## src/design/krt_pkg.sv

```systemverilog
`timescale 1ns / 1ps
// Package for the keyed record table: field widths, command and status codes,
// the record type and the controller/datapath command and status structs.
// No dependencies.
package krt_pkg;

    localparam int KRT_DEPTH_DEFAULT = 128;

    localparam int CMD_W       = 1;
    localparam int KEY_W       = 32;
    localparam int POS_W       = 8;
    localparam int AGE_W       = 7;
    localparam int PHONE_W     = 32;
    localparam int NAME_LOW_W  = 64;
    localparam int NAME_MID_W  = 64;
    localparam int NAME_HIGH_W = 32;
    localparam int STATUS_W    = 3;
    localparam int INDEX_W     = 7;

    localparam logic [CMD_W-1:0] CMD_INSERT = 1'b0;
    localparam logic [CMD_W-1:0] CMD_SEARCH = 1'b1;

    typedef enum logic [STATUS_W-1:0] {
        ST_INSERTED  = 3'd0,
        ST_DUPLICATE = 3'd1,
        ST_FULL      = 3'd2,
        ST_FOUND     = 3'd3,
        ST_NOT_FOUND = 3'd4
    } t_status;

    typedef struct packed {
        logic signed [KEY_W-1:0]   key;
        logic [AGE_W-1:0]          age;
        logic signed [PHONE_W-1:0] phone;
        logic [NAME_LOW_W-1:0]     name_low;
        logic [NAME_MID_W-1:0]     name_mid;
        logic [NAME_HIGH_W-1:0]    name_high;
    } t_rec;

    typedef struct packed {
        logic    load;
        logic    scan;
        logic    shift_init;
        logic    shift;
        logic    put;
        logic    result_load;
        t_status status;
    } t_dp_cmd;

    typedef struct packed {
        logic scan_done;
        logic hit;
        logic full;
        logic is_search;
        logic shift_done;
    } t_dp_stat;

endpackage

```

## src/design/krt_ctrl.sv

```systemverilog
`timescale 1ns / 1ps
// Controller of the keyed record table: sequences scan, shift, write and
// result hand-off, and owns both channel handshakes. Uses krt_pkg.
module krt_ctrl import krt_pkg::*; (
    input  logic     i_clk,
    input  logic     i_rst_n,
    input  logic     i_in_valid,
    output logic     o_in_ready,
    output logic     o_out_valid,
    input  logic     i_out_ready,
    input  t_dp_stat i_stat,
    output t_dp_cmd  o_cmd
);

    typedef enum logic [2:0] {
        S_IDLE,
        S_SCAN,
        S_SHIFT,
        S_PUT,
        S_RESULT
    } t_state;

    t_state  r_state;
    t_status r_status;
    logic    r_out_valid;
    logic    out_free;

    assign out_free = !r_out_valid || i_out_ready;

    always_comb begin
        o_cmd        = '0;
        o_cmd.status = r_status;
        unique case (r_state)
            S_IDLE:   o_cmd.load = i_in_valid && i_rst_n;
            S_SCAN: begin
                o_cmd.scan       = 1'b1;
                o_cmd.shift_init = i_stat.scan_done && !i_stat.is_search &&
                                   !i_stat.hit && !i_stat.full;
            end
            S_SHIFT:  o_cmd.shift = 1'b1;
            S_PUT:    o_cmd.put = 1'b1;
            S_RESULT: o_cmd.result_load = out_free;
            default:  o_cmd = '0;
        endcase
    end

    always_ff @(posedge i_clk) begin
        if (!i_rst_n) begin
            r_state     <= S_IDLE;
            r_status    <= ST_INSERTED;
            r_out_valid <= 1'b0;
        end else begin
            if (o_cmd.result_load) begin
                r_out_valid <= 1'b1;
            end else if (i_out_ready) begin
                r_out_valid <= 1'b0;
            end
            unique case (r_state)
                S_IDLE: begin
                    if (i_in_valid) begin
                        r_state <= S_SCAN;
                    end
                end
                S_SCAN: begin
                    if (i_stat.scan_done) begin
                        if (i_stat.is_search) begin
                            r_status <= i_stat.hit ? ST_FOUND : ST_NOT_FOUND;
                            r_state  <= S_RESULT;
                        end else if (i_stat.hit) begin
                            r_status <= ST_DUPLICATE;
                            r_state  <= S_RESULT;
                        end else if (i_stat.full) begin
                            r_status <= ST_FULL;
                            r_state  <= S_RESULT;
                        end else begin
                            r_status <= ST_INSERTED;
                            r_state  <= S_SHIFT;
                        end
                    end
                end
                S_SHIFT: begin
                    if (i_stat.shift_done) begin
                        r_state <= S_PUT;
                    end
                end
                S_PUT: r_state <= S_RESULT;
                S_RESULT: begin
                    // hold until the output register can take the result
                    if (out_free) begin
                        r_state <= S_IDLE;
                    end
                end
                default: r_state <= S_IDLE;
            endcase
        end
    end

    // stay closed while reset is held so no transaction is taken and dropped
    assign o_in_ready  = (r_state == S_IDLE) && i_rst_n;
    assign o_out_valid = r_out_valid;

endmodule

```

## config.mk

```make
export PLATFORM = sky130hd
export DESIGN_NAME = krt_ctrl
export DESIGN_NICKNAME = d
export VERILOG_FILES = /design/src/design/krt_pkg.sv /design/src/design/krt_ctrl.sv
export SDC_FILE = /design/constraint.sdc
export NUM_CORES = 1
export LEC_CHECK = 0
export BUFFER_PORTS_ARGS = -buffer_cell sky130_fd_sc_hd__buf_2
export CORE_AREA = 2 2 39 41
export DETAILED_ROUTE_END_ITERATION = 8
export DIE_AREA = 0 0 41 43
export GPL_ROUTABILITY_DRIVEN = 0
export PLACE_DENSITY = 0.69
export SYNTH_ARGS = -nofsm -noshare
export SYNTH_HDL_FRONTEND = slang
export SYNTH_SLANG_ARGS = --single-unit
```

## constraint.sdc

```tcl
create_clock -name i_clk -period 1.3 [get_ports i_clk]
set_input_delay 0.13 -clock i_clk [delete_from_list [all_inputs] [get_ports i_clk]]
set_output_delay 0.13 -clock i_clk [all_outputs]
set_load 0.005 [all_outputs]
```

==> impl_metrics.py, run 1 <==
metrics = {
    "run_status": {
        "outcome": "finished, final reports clean",
    },
    "grt": {
        "antenna_found_initial": 0,
        "grt.total_usage_pct": 12.4,
        "grt_max_degree": 11,
        "grt_overflow": 0,
        "grt_pass1_vias": 385,
        "grt_pass1_wl_um": 1410,
    },
    "drt": {
        "vias": 429,
        "dr.pass1.iters": 2,
        "ant_nets": 0,
        "drc": 0,
        "drt_first_iter_violations": 10,
        "routedWlPerCell_um": 10.7,
        "avgViaCountPerCell": 4.88,
        "drt_wl_total_um": 945,
    },
    "pwr": {
        "power.share.combinational_pct": 16.3,
        "p_clk_share_pct": 38.5,
        "p_seq_share_pct": 45.2,
        "total_power_w": 0.000514,
        "p_sw_w": 0.000128,
        "vdd_drop_max_uv": 414,
        "internal_power_w": 0.000386,
        "swShare_pct": 24.9,
        "p_leak_nw": 0.268,
        "power_density_nw_per_um2": 904,
    },
    "die": {
        "ioPinCount": 20,
        "num_rows": 14,
        "die_h_um": 43,
        "dieWidth_um": 41,
        "coreArea_um2": 1380,
        "start_util_pct": 29.9,
        "die_area_um2": 1760,
    },
    "synthesis": {
        "synthArstFlopShare_pct": 0,
        "netlist_instances": 49,
        "syn_nets": 58,
        "ys_top_cells_by_area": "dfxtp_1 34%, and2_1 7.6%, buf_6 5.4%, nor2_1 5.4%, a21oi_1 4.8%",
        "synth-seq-cells": 7,
        "synth-edff-count": 0,
        "ys_types": 21,
        "ys.warnings.count": 0,
        "synthTopCellsByCount": "7 x dfxtp_1, 6 x nor2_1, 5 x and2_1",
        "synth.top_cell.area_share_pct": 33.8,
        "yosys_most_used_dff": "dfxtp_1",
        "synth_area_leader_cell": "dfxtp_1",
        "syn_area_per_cell_um2": 8.45,
        "ys_seq_area_share_pct": 33.8,
        "syn_area_um2": 414,
        "yosysMostFrequentCell": "dfxtp_1",
    },
    "layout": {
        "nets": 82,
        "fin_util_pct": 41.1,
        "final_area_um2": 569,
        "n_antenna_cell": 0,
        "fillCellCount": 147,
        "drive_above_1_share_pct": 44.4,
        "syn2layout_area_growth_pct": 37.5,
    },
    "clock_network": {
        "numCtsBuffers": 3,
        "path_clk_slew_ns": 0.05,
        "clkLatencyLatePin_ns": 0.25,
        "cts_buffer_depth": 2,
        "cts_tree": "built",
        "htree_levels": 1,
        "cts_num_sinks": 7,
        "hold_buffers": 0,
        "cts_root_buf": "clkbuf_4",
    },
    "sta": {
        "min_period_ns": 1.25,
        "fmax_mhz": 800,
        "period_share_pct": 96.1,
        "relSlewSlack_pct": 72.3,
        "setup_viol": 0,
        "maxSlewViolCount": 0,
        "finalHoldViolCount": 0,
        "fin_skew_ns": 0.0000662,
        "rsz0062_at_grt": "true",
        "worst_pin_slew_ns": 0.412,
    },
    "setup_path": {
        "worstPathRequired_ns": 1.17,
        "crit_fanout": 6,
        "critPathKind": "flip-flop to output port",
        "critPathCaptureType": "output port",
        "cp.arrival_ns": 1.12,
        "start_kind": "flip-flop",
    },
    "min_path": {
        "min_path_type": "input pin to flip-flop",
    },
    "placed_design": {
        "io_buffer_count": 19,
        "post_dp_cell_area_um2": 509,
    },
    "job": {
        "cap_violations": 0,
    },
}
==> critical path: stages (launching register included) <==
cell	delay, ns
dfxtp_4	0.36
and4bb_2	0.29
and2_1	0.12
buf_2	0.10
==> cells in the final DEF, fill, tap and decap left out, types with 3 or more instances in the layout <==
| cell type | synthesis | layout |
|---|---|---|
| nor2b_1 | 3 | 3 |
| a21oi_1 | 4 | 4 |
| buf_2 | 1 | 19 |
| nor2_1 | 6 | 6 |
| and2_1 | 5 | 5 |
| dfxtp_1 | 7 | 4 |
| clkbuf_4 | 0 | 3 |
==> power groups by stage <==
stage,clock network [W],registers (W),logic (W)
2_1_floorplan,0,0.000230,0.0000510
3_3_place_gp,0,0.000237,0.0000767
3_5_place_dp,0,0.000238,0.0000770
4_1_cts,0.000208,0.000232,0.0000811
5_1_grt,0.000225,0.000233,0.0000930
6_report,0.000198,0.000232,0.0000839
==> worst paths after layout <==
| path | from | end | slack [ns] | cells past startpoint |
|---|---|---|---|---|
| worst max-delay path | r_state[1]$_SDFFE_PN0P_ | o_cmd[6] | 0.05 | 3 |
| worst min-delay path | i_rst_n | r_state[2]$_SDFFE_PN0P_ | 0.18 | 2 |
| worst max register to register | r_state[1]$_SDFFE_PN0P_ | r_state[0]$_SDFFE_PN0P_ | 0.17 | 4 |
| worst min register to register | r_status[2]$_SDFFE_PN0P_ | r_status[2]$_SDFFE_PN0P_ | 0.48 | 2 |
==> layer usage <==
metal	part of all wire, %	global-route usage, %	routed length [µm]
met5	0	0	0
met4	3.1	12.0	29
met3	5.4	4.71	51
met2	49	18.4	467
met1	42	12.0	397
==> kinds of logic (layout without fill, tap and decap cells) <==
family	Yosys count	after routing	share of synthesized area (%)
simple gates	28	28	40.8
compound gates	8	8	11.2
flops	7	7	33.8
mux	3	3	7.55
buf+inv	3	26	6.64
==> area by class of cell <==
type,instances,area (µm²),share of cell area (%)
repair buffers,22,115,20.2
clock buffers,4,26.3,4.62
well taps,16,20.0,3.52
flip-flops and latches,7,149,26.2
multi-input cells,39,259,45.5
==> registers in the layout, summed over array words and instances, names as in the netlist <==
signal / cells
r_status: 3
o_out_valid: 1
r_state: 3
==> through the flow <==
| step | TNS [ns] | setup WS [ns] | hold WS (ns) | instances |
|---|---|---|---|---|
| floorplan | 0 | 0.211 | 0.258 | 49 |
| global placement | 0 | 0.147 | 0.431 | 82 |
| detailed placement | 0 | 0.118 | 0.426 | 82 |
| CTS | 0 | 0.00237 | 0.156 | 87 |
| global route | -0.00995 | -0.00995 | 0.182 | 88 |
| finish | 0 | 0.0506 | 0.176 | 88 |
==> timing repair <==
| action | CTS | global route |
|---|---|---|
| gates resized for setup | 5 | 3 |
| pin swaps | 1 | 1 |
| setup endpoints to repair | 5 | 2 |
| buffers inserted | 1 | 1 |
Note: power is estimated with default switching activity, not from simulation.
==> inputs of run 2 (changes only) <==
--- a/config.mk
+++ b/config.mk
@@ -11,6 +11,7 @@
 export DIE_AREA = 0 0 41 43
 export GPL_ROUTABILITY_DRIVEN = 0
 export PLACE_DENSITY = 0.69
+export RECOVER_POWER = 25
 export SYNTH_ARGS = -nofsm -noshare
 export SYNTH_HDL_FRONTEND = slang
 export SYNTH_SLANG_ARGS = --single-unit
==> impl_metrics.py, run 2 (same netlist as run 1, synthesis figures left out) <==
metrics = {
    "drt": {
        "routedWlPerCell_um": 10.8,
        "avgViaCountPerCell": 4.88,
        "dr.pass1.iters": 2,
        "ant_nets": 0,
        "drt_wl_total_um": 947,
        "drc": 0,
        "drt_first_iter_violations": 10,
        "vias": 429,
    },
    "sta": {
        "min_period_ns": 1.25,
        "fmax_mhz": 800,
        "setup_viol": 0,
        "period_share_pct": 96.1,
        "worst_pin_slew_ns": 0.412,
        "relSlewSlack_pct": 72.3,
        "maxSlewViolCount": 0,
        "fin_setup_tns_ns": 0,
        "fin_skew_ns": 0.0000662,
        "finalHoldViolCount": 0,
        "rsz0062_at_grt": "true",
    },
    "pwr": {
        "total_power_w": 0.000514,
        "vdd_drop_max_uv": 414,
        "power_density_nw_per_um2": 905,
        "p_leak_nw": 0.263,
    },
    "die": {
        "die_area_um2": 1760,
        "coreArea_um2": 1380,
        "die_h_um": 43,
        "start_util_pct": 29.9,
        "ioPinCount": 20,
        "num_rows": 14,
        "dieWidth_um": 41,
    },
    "clock_network": {
        "cts_tree": "built",
        "path_clk_slew_ns": 0.05,
        "cts_buffer_depth": 2,
        "numCtsBuffers": 3,
        "cts_num_sinks": 7,
        "cts_root_buf": "clkbuf_4",
        "htree_levels": 1,
        "clkLatencyLatePin_ns": 0.25,
    },
    "setup_path": {
        "crit_fanout": 6,
        "r2r_start": "r_state[1]$_SDFFE_PN0P_",
        "cp.arrival_ns": 1.12,
        "cp-startpoint": "r_state[1]$_SDFFE_PN0P_",
        "critPathKind": "flip-flop to output port",
        "rrSetupSlack_ns": 0.17,
        "worstReg2RegEnd": "r_state[0]$_SDFFE_PN0P_",
        "start_kind": "flip-flop",
        "ff2ff_path_depth": 4,
        "worstPathRequired_ns": 1.17,
        "critPathCaptureType": "output port",
    },
    "layout": {
        "final_cell_mix": "18 x buf_2, 6 x nor2_1, 5 x and2_1, 4 x a21oi_1, 4 x dfxtp_1",
        "drive_above_1_share_pct": 43.1,
        "syn2layout_area_growth_pct": 37.2,
        "multiInputGateArea_um2": 259,
        "fin_util_pct": 41.0,
        "layout_commonest_cell": "buf_2",
        "stdcell_count": 88,
        "n_antenna_cell": 0,
        "fillCellCount": 148,
        "nets": 82,
        "seqCellArea_um2": 149,
    },
    "grt": {
        "antenna_found_initial": 0,
        "grt_pass1_wl_um": 1410,
        "grt.total_usage_pct": 12.4,
        "grt_max_degree": 11,
        "grt_pass1_vias": 385,
        "grt_overflow": 0,
    },
    "min_path": {
        "whs_path_depth": 2,
        "hold_end": "r_state[2]$_SDFFE_PN0P_",
        "min_from": "i_rst_n",
        "min_path_type": "input pin to flip-flop",
    },
    "placed_design": {
        "post-place-cells": 82,
        "io_buffer_count": 19,
    },
    "job": {
        "cap_violations": 0,
    },
    "run_status": {
        "outcome": "finished, final reports clean",
    },
}
-- run 2: cell types whose count changed in the layout (fill, tap and decap cells not counted), sizes merged --
cell	before	now
clkbuf	5	6
buf	21	20
-- run 2: cell type report --
cell class | count | share of cell area [%]
multi-input cells | 39 | 45.6
flip-flops and latches | 7 | 26.2
repair buffers | 22 | 20.0
clock buffers | 4 | 4.63
well taps | 16 | 3.52
-- run 2: per-layer routing --
layer / wire length, µm / global-route usage (%) / vias to the layer above
met1: 398 / 12.0 / 193
met4: 29 / 12.0 / 0
met3: 52 / 4.71 / 4
met5: 0 / 0 / -
li1: - / - / 218
met2: 467 / 18.4 / 14
-- run 2: how the worst max path moves through the flow --
| stage | endpoint | slack [ns] |
|---|---|---|
| global route | o_cmd[8] | -0.01 |
| floorplan | r_status[0]$_SDFFE_PN0P_ | 0.21 |
| CTS | o_cmd[8] | 0.002 |
| finish | o_cmd[6] | 0.05 |
| detailed placement | o_cmd[6] | 0.12 |
| global placement | r_state[2]$_SDFFE_PN0P_ | 0.15 |
-- run 2: power breakdown --
| part | internal (W) | leakage, nW | total [W] | switching (W) |
|---|---|---|---|---|
| logic | 0.0000471 | 0.189 | 0.0000837 | 0.0000366 |
| registers | 0.000222 | 0.0588 | 0.000232 | 0.0000104 |
| clock network | 0.000117 | 0.0150 | 0.000198 | 0.0000810 |
-- run 2: worst max-delay path: stages (launching register included) --
cell,delay [ns]
dfxtp_4,0.36
and4bb_2,0.29
and2_1,0.12
buf_2,0.10
-- run 2: metrics by stage --
step | instance area (µm²) | setup WS [ns] | hold slack, ns
global placement | 509 | 0.147 | 0.431
detailed placement | 509 | 0.118 | 0.426
CTS | 553 | 0.00237 | 0.156
floorplan | 414 | 0.211 | 0.258
finish | 568 | 0.0506 | 0.176
global route | 568 | -0.00995 | 0.182
-- run 2: what timing repair did --
action / CTS / global route
resized for setup: 5 / 3
setup buffers: 1 / 1
endpoints found under the setup margin: 5 / 2
pin swaps: 1 / 1
hold buffers: 0 / 0
==> inputs of run 3 (changes only) <==
--- a/config.mk
+++ b/config.mk
@@ -7,6 +7,7 @@
 export LEC_CHECK = 0
 export BUFFER_PORTS_ARGS = -buffer_cell sky130_fd_sc_hd__buf_2
 export CORE_AREA = 2 2 39 41
+export CTS_BUF_LIST = sky130_fd_sc_hd__clkbuf_4 sky130_fd_sc_hd__clkbuf_8
 export DETAILED_ROUTE_END_ITERATION = 8
 export DIE_AREA = 0 0 41 43
 export GPL_ROUTABILITY_DRIVEN = 0
==> impl_metrics.py, run 3 (same netlist as run 1, synthesis figures left out) <==
metrics = {
    "clock_network": {
        "htree_levels": 1,
        "path_clk_slew_ns": 0.05,
        "cts_tree": "built",
        "clkLatencyLatePin_ns": 0.25,
        "cts_buffer_depth": 2,
        "cts_num_sinks": 7,
        "cts_root_buf": "clkbuf_4",
        "numCtsBuffers": 3,
    },
    "sta": {
        "setup_viol": 0,
        "worst_pin_slew_ns": 0.413,
        "worst_slack_ns": 0.0484,
        "fmax_mhz": 799,
        "fin_skew_ns": 0.000538,
        "period_share_pct": 96.3,
        "min_period_ns": 1.25,
        "fin_setup_tns_ns": 0,
        "relSlewSlack_pct": 72.3,
        "maxSlewViolCount": 0,
        "finalHoldViolCount": 0,
    },
    "pwr": {
        "p_leak_nw": 0.267,
        "p_sw_w": 0.000129,
        "power.share.combinational_pct": 15.6,
        "swShare_pct": 24.1,
        "power_density_nw_per_um2": 938,
        "p_clk_share_pct": 41.0,
        "p_seq_share_pct": 43.3,
        "vdd_drop_max_uv": 419,
        "internal_power_w": 0.000407,
    },
    "die": {
        "start_util_pct": 29.9,
        "coreArea_um2": 1380,
        "num_rows": 14,
        "die_area_um2": 1760,
        "ioPinCount": 20,
        "die_h_um": 43,
        "dieWidth_um": 41,
    },
    "setup_path": {
        "r2r_start": "r_state[1]$_SDFFE_PN0P_",
        "critPathCaptureType": "output port",
        "rrSetupSlack_ns": 0.17,
        "crit_fanout": 6,
        "start_kind": "flip-flop",
        "critPathKind": "flip-flop to output port",
        "worstPathRequired_ns": 1.17,
        "cp.arrival_ns": 1.12,
        "cp-startpoint": "r_state[1]$_SDFFE_PN0P_",
    },
    "placed_design": {
        "io_buffer_count": 19,
        "pre_cts_ws_ns": 0.118,
        "post_dp_cell_area_um2": 509,
    },
    "grt": {
        "grt_pass1_wl_um": 1400,
        "grt_pass1_vias": 383,
        "grt_busiest_layer": "met2",
        "antenna_found_initial": 0,
        "use_met1_pct": 12.0,
        "grt.total_usage_pct": 12.4,
        "grt_util_met3_pct": 3.14,
        "grt_overflow": 0,
        "grtUsageMet2_pct": 18.4,
        "grt_max_degree": 11,
    },
    "layout": {
        "fin_util_pct": 41.3,
        "final_cell_mix": "18 x buf_2, 6 x nor2_1, 5 x and2_1",
        "syn2layout_area_growth_pct": 38.1,
        "n_antenna_cell": 0,
        "drive_above_1_share_pct": 44.4,
        "final_area_um2": 572,
        "nets": 82,
        "layout_commonest_cell": "buf_2",
    },
    "min_path": {
        "min_path_type": "input pin to flip-flop",
        "min_from": "i_rst_n",
    },
    "drt": {
        "routedWlPerCell_um": 10.9,
        "drt_first_iter_violations": 10,
        "ant_nets": 0,
        "vias": 428,
        "drt_wl_total_um": 956,
        "avgViaCountPerCell": 4.86,
        "drc": 0,
        "dr.pass1.iters": 2,
    },
    "run_status": {
        "outcome": "finished, final reports clean",
    },
    "job": {
        "cap_violations": 0,
    },
}
## run 3: cell counts in the layout (fill, tap and decap cells not counted)
No cell type changed its count.
## run 3: critical path: stages (launching register included)
cell      delay (ns)
dfxtp_4         0.36
and4bb_2        0.29
and2_1          0.12
buf_2           0.10
## run 3: routing by layer
metal	share of wire [%]	wire length, µm
met2	49	470
met4	3.1	30
met5	0	0
met3	5.8	55
met1	42	400
## run 3: path summary, 6_finish.rpt
check / to / cells after the start
worst max-delay path: o_cmd[6] / 3
worst min register to register: r_status[2]$_SDFFE_PN0P_ / 2
worst min-delay path: r_state[2]$_SDFFE_PN0P_ / 2
worst max register to register: r_state[0]$_SDFFE_PN0P_ / 4
## run 3: what timing repair did
action / CTS / global route
pin swaps: 1 / 1
resized for setup: 5 / 3
setup buffers: 1 / 1
endpoints found under the setup margin: 5 / 2
hold buffers: 0 / 0
## run 3: final cells by class
cell class,count,area (µm²)
repair buffers,22,114
well taps,16,20.0
clock buffers,4,30.0
fillers,149,812
flip-flops and latches,7,149
multi-input cells,39,259
## run 3: metrics by stage
| stage | cells | power, W | hold WS, ns |
|---|---|---|---|
| final | 88 | 0.000536 | 0.174 |
| after global routing | 88 | 0.000570 | 0.184 |
| after CTS | 87 | 0.000544 | 0.154 |
| after detailed placement | 82 | 0.000315 | 0.426 |
| after global placement | 82 | 0.000313 | 0.431 |
| after floorplan | 49 | 0.000281 | 0.258 |
## run 3: power by group through the flow
| stage | registers (W) | clock network (W) | logic [W] |
|---|---|---|---|
| 2_1_floorplan | 0.000230 | 0 | 0.0000510 |
| 3_3_place_gp | 0.000237 | 0 | 0.0000767 |
| 3_5_place_dp | 0.000238 | 0 | 0.0000770 |
| 4_1_cts | 0.000232 | 0.000230 | 0.0000811 |
| 5_1_grt | 0.000233 | 0.000244 | 0.0000928 |
| 6_report | 0.000232 | 0.000220 | 0.0000838 |
